==> src/hdl/uvsd_pkg.sv <==
// Package: shared types, codes and constants for the unique value set difference block.
package uvsd_pkg;

    // Default number of table entries
    localparam int VALUE_RANGE_DEF = 64;
    // Item values are 6 bits wide, so no more than this many entries can be loaded
    localparam int MAX_LOAD = 64;

    localparam int VALUE_W = 6;
    localparam int COUNT_W = 7;

    // Action codes
    localparam logic [1:0] ACT_FIRST  = 2'd0;
    localparam logic [1:0] ACT_SECOND = 2'd1;
    localparam logic [1:0] ACT_FINISH = 2'd2;

    // Saturating occurrence count codes
    localparam logic [1:0] CNT_NONE = 2'd0;
    localparam logic [1:0] CNT_ONCE = 2'd1;
    localparam logic [1:0] CNT_MANY = 2'd2;

    typedef struct packed {
        logic [1:0]         action;
        logic [VALUE_W-1:0] item_value;
    } t_in_word;

    typedef struct packed {
        logic [VALUE_W-1:0] result_value;
        logic [COUNT_W-1:0] result_count;
        logic               none_found;
        logic               is_last;
    } t_out_word;

    // One table entry: first-sequence count and second-sequence presence
    typedef struct packed {
        logic [1:0] cnt;
        logic       pres;
    } t_entry;

    localparam int ENTRY_W = $bits(t_entry);

endpackage

==> src/hdl/uvsd_ram.sv <==
// Generic single-write, single-read RAM with registered read data.
module uvsd_ram #(
    parameter int WIDTH = 8,
    parameter int DEPTH = 64
) (
    input  logic                     i_clk,
    input  logic                     i_we,
    input  logic [$clog2(DEPTH)-1:0] i_waddr,
    input  logic [WIDTH-1:0]         i_wdata,
    input  logic [$clog2(DEPTH)-1:0] i_raddr,
    output logic [WIDTH-1:0]         o_rdata
);

    logic [WIDTH-1:0] r_mem [DEPTH];
    logic [WIDTH-1:0] r_rdata;

    // Write port and registered read port
    always_ff @(posedge i_clk) begin
        if (i_we) begin
            r_mem[i_waddr] <= i_wdata;
        end
        r_rdata <= r_mem[i_raddr];
    end

    assign o_rdata = r_rdata;

endmodule

==> src/hdl/unique_value_set_difference.sv <==
// Top level: per-value tables of two sequences and an ascending scan that emits singletons.
// A load word is read from the table, then written back in S_LOAD; ready is low in between.
// A finish word reads min(VALUE_RANGE,64) entries, each in S_SCAN_RD then S_SCAN_EV, and closes
// in S_END; the scan waits until an emitted word is taken before it reads the next entry.
// A result leaves when the next singleton is found; the last one leaves at the close.
// Reset (synchronous, active low) clears all entry valid bits, so both tables read as zero.
module unique_value_set_difference
    import uvsd_pkg::*;
#(
    parameter int VALUE_RANGE = VALUE_RANGE_DEF
) (
    input  logic      i_clk,
    input  logic      i_rst_n,
    input  logic      i_in_valid,
    output logic      o_in_ready,
    input  t_in_word  i_in,
    output logic      o_out_valid,
    input  logic      i_out_ready,
    output t_out_word o_out
);

    localparam int DEPTH = (VALUE_RANGE < MAX_LOAD) ? VALUE_RANGE : MAX_LOAD;
    localparam int AW    = $clog2(DEPTH);

    typedef enum logic [4:0] {
        S_IDLE    = 5'b00001,
        S_LOAD    = 5'b00010,
        S_SCAN_RD = 5'b00100,
        S_SCAN_EV = 5'b01000,
        S_END     = 5'b10000
    } t_state;

    t_state             r_state, n_state;
    logic [DEPTH-1:0]   r_valid, n_valid;
    logic               r_rd_vld, n_rd_vld;
    logic [AW-1:0]      r_idx, n_idx;
    logic               r_is_first, n_is_first;
    logic [COUNT_W-1:0] r_count, n_count;
    logic               r_pend, n_pend;
    logic [AW-1:0]      r_pend_val, n_pend_val;
    logic               r_out_valid, n_out_valid;
    t_out_word          r_out, n_out;

    logic               in_fire;
    logic               out_fire;
    logic               in_range;
    logic [AW-1:0]      in_addr;
    logic [AW-1:0]      raddr;
    logic               we;
    t_entry             rd_entry;
    t_entry             wr_entry;
    logic [ENTRY_W-1:0] ram_rdata;
    logic               qual;
    logic               idx_last;

    uvsd_ram #(
        .WIDTH (ENTRY_W),
        .DEPTH (DEPTH)
    ) u_table (
        .i_clk   (i_clk),
        .i_we    (we),
        .i_waddr (r_idx),
        .i_wdata (wr_entry),
        .i_raddr (raddr),
        .o_rdata (ram_rdata)
    );

    assign o_in_ready  = (r_state == S_IDLE);
    assign in_fire     = i_in_valid && o_in_ready;
    assign out_fire    = r_out_valid && i_out_ready;
    assign o_out_valid = r_out_valid;
    assign o_out       = r_out;

    assign in_range = ({1'b0, i_in.item_value} < COUNT_W'(DEPTH));
    assign in_addr  = i_in.item_value[AW-1:0];
    assign raddr    = (r_state == S_IDLE) ? in_addr : r_idx;
    assign idx_last = (r_idx == AW'(DEPTH - 1));

    // Entries never written since the last clear read as zero
    assign rd_entry = r_rd_vld ? t_entry'(ram_rdata) : t_entry'('0);
    assign qual     = (rd_entry.cnt == CNT_ONCE) && !rd_entry.pres;
    assign we       = (r_state == S_LOAD);

    // Update the loaded entry: bump the saturating count or mark presence
    always_comb begin
        wr_entry = rd_entry;
        if (r_is_first) begin
            if (rd_entry.cnt != CNT_MANY) begin
                wr_entry.cnt = rd_entry.cnt + 2'd1;
            end
        end else begin
            wr_entry.pres = 1'b1;
        end
    end

    // Sequencer
    always_comb begin
        n_state     = r_state;
        n_valid     = r_valid;
        n_rd_vld    = r_valid[raddr];
        n_idx       = r_idx;
        n_is_first  = r_is_first;
        n_count     = r_count;
        n_pend      = r_pend;
        n_pend_val  = r_pend_val;
        n_out_valid = r_out_valid && !out_fire;
        n_out       = r_out;

        case (r_state)
            S_IDLE: begin
                if (in_fire) begin
                    if ((i_in.action == ACT_FIRST || i_in.action == ACT_SECOND) && in_range) begin
                        n_idx      = in_addr;
                        n_is_first = (i_in.action == ACT_FIRST);
                        n_state    = S_LOAD;
                    end else if (i_in.action == ACT_FINISH) begin
                        n_idx   = '0;
                        n_count = '0;
                        n_pend  = 1'b0;
                        n_state = S_SCAN_RD;
                    end
                end
            end
            S_LOAD: begin
                n_valid[r_idx] = 1'b1;
                n_state        = S_IDLE;
            end
            S_SCAN_RD: begin
                // hold until the output word is free
                if (!r_out_valid) begin
                    n_state = S_SCAN_EV;
                end
            end
            S_SCAN_EV: begin
                if (qual) begin
                    if (r_pend) begin
                        n_out_valid        = 1'b1;
                        n_out.result_value = VALUE_W'(r_pend_val);
                        n_out.result_count = r_count + COUNT_W'(1);
                        n_out.none_found   = 1'b0;
                        n_out.is_last      = 1'b0;
                        n_count            = r_count + COUNT_W'(1);
                    end
                    n_pend     = 1'b1;
                    n_pend_val = r_idx;
                end
                if (idx_last) begin
                    n_state = S_END;
                end else begin
                    n_idx   = r_idx + AW'(1);
                    n_state = S_SCAN_RD;
                end
            end
            S_END: begin
                // emit the held singleton as last, or the empty-set word; then drop the tables
                if (!r_out_valid) begin
                    n_out_valid = 1'b1;
                    if (r_pend) begin
                        n_out.result_value = VALUE_W'(r_pend_val);
                        n_out.result_count = r_count + COUNT_W'(1);
                        n_out.none_found   = 1'b0;
                    end else begin
                        n_out.result_value = '0;
                        n_out.result_count = '0;
                        n_out.none_found   = 1'b1;
                    end
                    n_out.is_last = 1'b1;
                    n_pend        = 1'b0;
                    n_valid       = '0;
                    n_state       = S_IDLE;
                end
            end
            default: begin
                n_state = S_IDLE;
            end
        endcase
    end

    // Control registers
    always_ff @(posedge i_clk) begin
        if (!i_rst_n) begin
            r_state     <= S_IDLE;
            r_valid     <= '0;
            r_out_valid <= 1'b0;
            r_pend      <= 1'b0;
        end else begin
            r_state     <= n_state;
            r_valid     <= n_valid;
            r_out_valid <= n_out_valid;
            r_pend      <= n_pend;
        end
    end

    // Payload registers
    always_ff @(posedge i_clk) begin
        r_rd_vld   <= n_rd_vld;
        r_idx      <= n_idx;
        r_is_first <= n_is_first;
        r_count    <= n_count;
        r_pend_val <= n_pend_val;
        r_out      <= n_out;
    end

endmodule

==> config.mk <==
export PLATFORM = sky130hd
export DESIGN_NAME = unique_value_set_difference
export DESIGN_NICKNAME = d
export VERILOG_FILES = /design/src/hdl/uvsd_pkg.sv /design/src/hdl/uvsd_ram.sv /design/src/hdl/unique_value_set_difference.sv
export SDC_FILE = /design/constraint.sdc
export NUM_CORES = 1
export LEC_CHECK = 0
export ABC_CLOCK_PERIOD_IN_PS = 5200
export BUFFER_PORTS_ARGS = -buffer_cell sky130_fd_sc_hd__buf_2
export CORE_MARGIN = 2
export CORE_UTILIZATION = 41
export DETAILED_ROUTE_END_ITERATION = 12
export HOLD_SLACK_MARGIN = 0.03
export SYNTH_ARGS = -nofsm -noshare
export SYNTH_HDL_FRONTEND = slang
export SYNTH_HIERARCHICAL = 1
export SYNTH_SLANG_ARGS = --single-unit
==> constraint.sdc <==
create_clock -name i_clk -period 5.2 [get_ports i_clk]
set_input_delay 0.52 -clock i_clk [delete_from_list [all_inputs] [get_ports i_clk]]
set_output_delay 0.52 -clock i_clk [all_outputs]
set_load 0.02 [all_outputs]
==> results.yml, run 1 <==
floorplanning:
  initial_utilization_pct: 41.6
  die_h_um: 180
  die_area_um2: 32400
  ios: 29
  die_w_um: 180
  core_area_um2: 30500
  rows: 64
synth:
  ys.warnings.count: 6
  ys_async_sr_fraction_pct: 0
  ys_types: 70
  synth_area_um2: 12700
  synth_edf_count: 227
  synth_nets: 947
  synth_seq_area_share_pct: 65.5
  ys_ff_latch: 302
  synthCells: 931
  syn_avg_cell_area_um2: 13.6
  synth_area_leaders: "edfxtp_1, dfxtp_1, mux4_2"
  synth_area_leader_cell: "edfxtp_1"
  yosys_most_used_dff: "edfxtp_1"
  synth_top_area_share_pct: 53.7
final_layout:
  nets: 970
  synthToLayoutAreaGrowth_pct: 11.7
  layout-drive-gt1-share_pct: 15.3
  nFillCells: 2666
  diodes: 0
  layout_common_cells: "edfxtp_1, nor2_1, dfxtp_1, a21oi_1, nand2_1"
  regArea_um2: 8320
  layout_commonest_cell: "edfxtp_1"
  multi_input_area_um2: 4130
sta:
  finClkSkew_ns: 0.0155
  finalHoldViolCount: 0
  slew_headroom_pct: 21.3
  finalSetupViolations: 0
  slew_viol_final: 0
  tightest_slew_ns: 1.18
  fmax_mhz: 261
  rsz0062_at_grt: "no"
  period_share_pct: 73.6
  setup_tns_ns: 0
  fin_crit_ns: 3.83
global_routing:
  antenna_found_initial: 0
  grt_max_degree: 66
  grt_pass1_vias: 7575
  grt_use_total_pct: 17.3
  grt_overflow: 0
  grt_pass1_wl_um: 44300
cts:
  postCtsSetupRepairBufs: 0
  clock_sinks: 302
  root_buffer: "clkbuf_16"
  clock_tree.buffer_depth: 3
  clock_latency_ns: 0.55
  ctsHoldBuffers: 0
  cts_resized: 0
  cts_tree: "built"
  cts_made_buffers: 31
  h-tree-depth: 1
  clk_pin_slew_worst_paths_ns: 0.06
power_and_ir_drop:
  combPwrFrac_pct: 38.7
  internal-power_mw: 5.41
  power_switching_mw: 3.02
  cellLeakagePower_nw: 4.66
  power_mw: 8.43
  power_density_nw_per_um2: 595
  pwr-share-clk_pct: 25.0
  p_sw_share_pct: 35.8
  seq_power_share_pct: 36.2
  ir_worst_vdd_v: 0.000383
critical_path:
  cp.arrival_ns: 4.26
  critPathMaxFanout: 40
  crit_type: "reg2reg"
  reg2reg_slack_ns: 1.37
  cp-start-kind: "flip-flop"
  cp.required_ns: 5.63
  end_kind: "flip-flop"
detailed_routing:
  antenna_left: 0
  highest_layer: "met4"
  drtPass1Iterations: 6
  met1Wirelength_um: 12800
  routed_wirelength_um: 28500
  vias: 7772
  first_iter_violations: 741
  met3_length_um: 1800
  via_per_inst: 5.67
  dr_wl_met2_um: 13300
  drc: 0
  routedWlPerCell_um: 20.8
place:
  io_buffers: 28
  gp_congestion: 0.828
  hpwlAfterDp_um: 17400
hold_path:
  hold_class: "in2reg"
run:
  cap_violations: 0
run_status:
  run_status: "finished clean"
## through the flow
stage               utilization [%]  cells  setup WS (ns)  hold WS (ns)  area [um2]
global route                   46.5   1371           1.11         0.270       14200
global placement               43.3   1317           1.47         0.440       13200
detailed placement             43.3   1317           1.39         0.453       13200
finish                         46.5   1371           1.37         0.281       14200
floorplan                         -    931           1.52         0.428       12700
CTS                            46.5   1371           1.37         0.257       14200
## critical path, stage by stage, from the launching register on
cell and delay, ns:
dfxtp_1 0.35, nor3_2 0.63, and3_1 0.37, nor2_4 0.11, inv_2 0.45, buf_4 0.60, mux4_2 0.38, nor3b_1 0.16
a311oi_1 0.25, o21ai_0 0.14, a41o_1 0.25
## sequential cells by signal, summed over array words and instances, names as in the netlist, 3 cells and up
name / count
o_out: 15
r_count: 7
r_pend_val: 6
r_state: 5
r_valid: 64
r_idx: 6
u_table/r_mem: 192
u_table/o_rdata: 3
## per-layer routing
metal,track usage (%),up-vias
met5,0,-
met4,4.78,0
met3,2.35,47
met2,27.6,254
met1,24.9,3899
li1,-,3572
## area by class of cell
| cell class | count | area share [%] |
|---|---|---|
| Tap cell | 396 | 3.50 |
| Inverter | 10 | 0.300 |
| Clock inverter | 19 | 1.18 |
| Timing Repair Buffer | 40 | 1.62 |
| Multi-Input combinational cell | 569 | 29.1 |
| Clock buffer | 35 | 5.58 |
| Sequential cell | 302 | 58.7 |
## Yosys cell counts (12+ instances only)
cell      count
nor3_1       12
edfxtp_1    227
clkbuf_1     31
nand2_1      52
nand3_1      19
mux4_2       45
o21ai_0      14
mux2i_1      13
dfxtp_1      75
nor2_1      164
nor2b_1      25
a21oi_1      69
## power groups by stage
stage / registers (mW) / logic, mW / clock network (mW)
2_1_floorplan: 3.11 / 2.46 / 0
3_3_place_gp: 3.10 / 3.25 / 0
3_5_place_dp: 3.10 / 3.26 / 0
4_1_cts: 3.05 / 3.27 / 2.16
5_1_grt: 3.07 / 3.55 / 2.24
6_report: 3.05 / 3.27 / 2.11
## final timing paths
| check | startpoint | end | depth (start not counted) |
|---|---|---|---|
| worst min-delay path | i_out_ready | o_out_valid$_SDFF_PN0_ | 3 |
| worst max register to register | r_state[1]$_SDFFE_PN0P_ | u_table/o_rdata[2]$_DFF_P_ | 10 |
| worst min register to register | r_valid[6]$_SDFFE_PN0P_ | r_valid[6]$_SDFFE_PN0P_ | 2 |
| worst max-delay path | r_state[1]$_SDFFE_PN0P_ | u_table/o_rdata[2]$_DFF_P_ | 10 |
## kinds of logic after synthesis
logic type	after synthesis	share of synthesized area, %
mux	68	10.8
flops	302	65.5
xor+xnor	9	0.621
buf+inv	60	2.21
compound gates	148	7.57
fa+ha+maj	4	0.394
simple gates	340	12.8
Note: power is estimated with default switching activity, not from simulation.
==> inputs of run 2 (changes only) <==
Settings changed: ABC_CLOCK_PERIOD_IN_PS 5200 to 3400.
Clock period 5.2 ns to 3.4 ns, I/O delays scaled along.
==> run 2 against run 1 <==
Against the previous run:
- power rose by 57%
- non-clock buffer count grew 23
- global-route usage is 0.77 points higher
- sequential cell count is the same
- clock power increased by 50%
- register-to-register slack lost 1.1 ns
- critical path type unchanged
==> results.yml, run 2 (same netlist as run 1, synthesis figures left out) <==
hold_path:
  hp-start: "i_in[6]"
  hold_depth: 2
  hold_class: "in2reg"
cts:
  postCtsSetupRepairBufs: 0
  cts_tree: "built"
  root_buffer: "clkbuf_16"
  ctsHoldBuffers: 0
  cts_resized: 0
  clock_latency_ns: 0.55
  cts_made_buffers: 30
  clock_sinks: 302
  clock_tree.buffer_depth: 3
  clk_pin_slew_worst_paths_ns: 0.06
  h-tree-depth: 1
final_layout:
  largest-register: "u_table/r_mem"
  multi_input_area_um2: 4130
  layout_commonest_cell: "edfxtp_1"
  nets: 992
  largest_reg_flops: 192
  finalInstanceArea_um2: 14400
  layout_common_cells: "edfxtp_1, nor2_1, dfxtp_1, a21oi_1, nand2_1"
  instances_no_fill: 1396
  nFillCells: 2660
  diodes: 0
  utilization_pct: 47.1
  regArea_um2: 8320
  synthToLayoutAreaGrowth_pct: 13.3
  layout-drive-gt1-share_pct: 17.5
global_routing:
  grt_overflow: 0
  grt_pass1_vias: 7827
  grt_use_total_pct: 18.0
  antenna_found_initial: 0
  grt_pass1_wl_um: 45900
  grt_max_degree: 65
critical_path:
  critPathSlowestCell: "mux4_1"
  cp.arrival_ns: 3.50
  crit_type: "reg2reg"
  cp-start-kind: "flip-flop"
  critPathMaxFanout: 10
  cp.required_ns: 3.82
  reg2reg_depth: 9
  max_stage_delay_ns: 0.63
  end_kind: "flip-flop"
  timing.rr.start: "r_state[1]$_SDFFE_PN0P_"
  path_cells: "nor3_2, and3_1, nor2_4, inv_2, mux4_1, mux4_2, nor2b_4, a211oi_2, a31oi_1"
  startpoint: "r_state[1]$_SDFFE_PN0P_"
detailed_routing:
  routedWlPerCell_um: 21.0
  vias: 7918
  antenna_left: 0
  drc: 0
  via_per_inst: 5.67
  drtPass1Iterations: 5
  routed_wirelength_um: 29300
  first_iter_violations: 715
floorplanning:
  ios: 29
  die_h_um: 180
  die_w_um: 180
  core_area_um2: 30500
  die_area_um2: 32400
  initial_utilization_pct: 41.6
  rows: 64
sta:
  finClkSkew_ns: 0.0139
  setup_ws_ns: 0.318
  rsz0062_at_grt: "no"
  fin_crit_ns: 3.08
  setup_tns_ns: 0
  finalHoldViolCount: 0
  slew_viol_final: 0
  fmax_mhz: 324
  finalSetupViolations: 0
  hold_slack_ns: 0.0884
  period_share_pct: 90.7
  tightest_slew_ns: 1.24
  slew_headroom_pct: 17.0
power_and_ir_drop:
  ir_worst_vdd_v: 0.000455
  cellLeakagePower_nw: 4.81
  power_density_nw_per_um2: 919
  power_mw: 13.2
place:
  post-place-ws_ns: 0.385
  hpwlAfterDp_um: 18400
  dp.cells: 1340
  dpl_cell_area_um2: 13400
  gp_congestion: 0.826
  io_buffers: 28
run:
  cap_violations: 0
run_status:
  run_status: "finished clean"
## run 2: cell types whose count changed in the layout (fill, tap and decap cells not counted), moves of 3 or more
cell | before | now
buf_4 | 12 | 31
buf_12 | 0 | 4
clkbuf_8 | 0 | 3
clkinv_1 | 8 | 5
clkinv_2 | 5 | 8
clkinvlp_4 | 3 | 0
## run 2: critical path: cells and delay by family (launching register included)
| kind | cells | cell delay (ns) |
|---|---|---|
| buffers and inverters | 1 | 0.25 |
| AND/OR/NAND/NOR | 4 | 0.93 |
| AO/OA/AOI/OAI | 2 | 0.27 |
| flip-flops | 1 | 0.37 |
| multiplexers | 2 | 1.11 |
## run 2: final cells by class
class                   count  share of cell area, %
inverters                  10                  0.296
clock inverters            16                  0.722
well taps                 396                   3.45
clock buffers              40                   5.84
multi-input cells         569                   28.7
repair buffers             63                   3.15
flip-flops and latches    302                   57.8
## run 2: report_power, final
group	switching, mW	leakage (nW)	internal [mW]
clock	1.35	0.473	1.80
sequential	0.149	2.67	4.54
combinational	3.25	1.66	2.14
total	4.75	4.81	8.47
## run 2: final timing paths
check,end,slack (ns)
setup / recovery,u_table/o_rdata[1]$_DFF_P_,0.32
hold / removal,r_is_first$_DFFE_PP_,0.09
setup reg to reg,u_table/o_rdata[1]$_DFF_P_,0.32
hold reg to reg,r_valid[41]$_SDFFE_PN0P_,0.46
## run 2: routing by layer
layer	share of wire, %	vias to the layer above	GRT usage, %
li1	-	3619	-
met1	45	3985	26.1
met2	47	262	28.4
met3	6.4	52	3.00
met4	2.1	0	4.98
met5	0	-	0
==> inputs of run 3 (changes only) <==
Settings changed: CORE_MARGIN 2 to default.
==> run 3 against run 2 <==
Against the previous run:
- sequential cell count unchanged
- sequential share of layout area up 0.21 points
- worst setup slack better by 0.040 ns
- clock skew down 0.0028 ns
- combinational power down 3%
- cell count down 0.57%
- first-iteration DRC count up 9.8%
- hold slack better by 0.010 ns
- die area down 2.2%
- critical endpoint unchanged
- largest power group unchanged
- highest routed layer unchanged
==> results.yml, run 3 (same netlist as run 1, synthesis figures left out) <==
floorplanning:
  ios: 29
  die_w_um: 178
  die_h_um: 178
  die_area_um2: 31700
  initial_utilization_pct: 41.6
  core_area_um2: 30500
  rows: 64
global_routing:
  antenna_found_initial: 0
  grt_pass1_vias: 7765
  grt_pass1_wl_um: 45100
  grt_overflow: 0
  grt_use_total_pct: 18.7
  grt_max_degree: 65
detailed_routing:
  first_iter_violations: 785
  routedWlPerCell_um: 20.9
  antenna_left: 0
  drtPass1Iterations: 6
  drc: 0
  via_per_inst: 5.63
  vias: 7812
  routed_wirelength_um: 29000
sta:
  tightest_slew_ns: 1.38
  rsz0062_at_grt: "no"
  finalHoldViolCount: 0
  finClkSkew_ns: 0.0111
  setup_ws_ns: 0.358
  fin_crit_ns: 3.04
  finalSetupViolations: 0
  slew_viol_final: 0
  period_share_pct: 89.5
  hold_slack_ns: 0.0984
  slew_headroom_pct: 7.33
  fmax_mhz: 329
place:
  gp_congestion: 0.831
  post-place-ws_ns: 0.392
  io_buffers: 28
  hpwlAfterDp_um: 18600
power_and_ir_drop:
  cellLeakagePower_nw: 4.76
  power_density_nw_per_um2: 922
  power_mw: 13.2
  ir_worst_vdd_v: 0.000463
final_layout:
  nets: 985
  synthToLayoutAreaGrowth_pct: 12.9
  layout-drive-gt1-share_pct: 16.6
  layout_commonest_cell: "edfxtp_1"
  diodes: 0
  largest-register: "u_table/r_mem"
  layout_common_cells: "edfxtp_1, nor2_1, dfxtp_1, a21oi_1, nand2_1"
  largest_reg_flops: 192
hold_path:
  hold_class: "in2reg"
cts:
  h-tree-depth: 1
  clk_pin_slew_worst_paths_ns: 0.07
  clock_sinks: 302
  ctsHoldBuffers: 0
  clock_latency_ns: 0.55
  root_buffer: "clkbuf_16"
  clock_tree.buffer_depth: 3
  cts_made_buffers: 29
  cts_resized: 0
  postCtsSetupRepairBufs: 0
  cts_tree: "built"
run_status:
  run_status: "finished clean"
critical_path:
  cp.required_ns: 3.81
  crit_type: "reg2reg"
  critPathMaxFanout: 38
  end_kind: "flip-flop"
  cp-start-kind: "flip-flop"
  cp.arrival_ns: 3.46
run:
  cap_violations: 0
[run 3: path summary, 6_finish.rpt]
| path | from | endpoint | slack, ns | cells past startpoint |
|---|---|---|---|---|
| worst min-delay path | i_rst_n | o_out_valid$_SDFF_PN0_ | 0.1 | 2 |
| worst max register to register | r_state[1]$_SDFFE_PN0P_ | u_table/o_rdata[1]$_DFF_P_ | 0.36 | 12 |
| worst max-delay path | r_state[1]$_SDFFE_PN0P_ | u_table/o_rdata[1]$_DFF_P_ | 0.36 | 12 |
| worst min register to register | r_valid[24]$_SDFFE_PN0P_ | r_valid[24]$_SDFFE_PN0P_ | 0.46 | 2 |
[run 3: area by class of cell]
cell class	count	area, um2
fill	2675	16200
sequential	302	8320
multi-input combinational	569	4130
clock buffer	37	756
tap	396	495
timing repair buffer	57	370
clock inverter	17	218
inverter	10	42.5
[run 3: stage by stage]
step	instance area, um2	util [%]	std cells	TNS, ns
CTS	14300	47.0	1388	0
floorplan	12700	-	931	-36.18
detailed placement	13400	43.8	1334	0
global route	14300	47.0	1388	0
global placement	13400	43.8	1334	0
finish	14300	47.0	1388	0
[run 3: power breakdown]
group          internal, mW  switching, mW
Sequential             4.54          0.162
Clock                  1.95           1.35
Combinational          2.04           3.16
Total                  8.53           4.68
[run 3: metal layers]
metal  vias up  share of wire, %  track usage (%)
li1       3602                 -                -
met1      3946                45             26.7
met2       218                47             29.9
met3        46               5.1             2.10
met4         0               2.4             5.70
met5         -                 0                0
[run 3: critical path, stage by stage, from the launching register on]
cell and delay (ns):
dfxtp_1 0.35, nor3_2 0.18, buf_4 0.20, nand2_2 0.15
inv_2 0.21, a21oi_2 0.15, inv_1 0.12, buf_12 0.21
mux4_1 0.33, mux4_2 0.48, nor2b_4 0.14, a211oi_2 0.26
a31oi_1 0.09
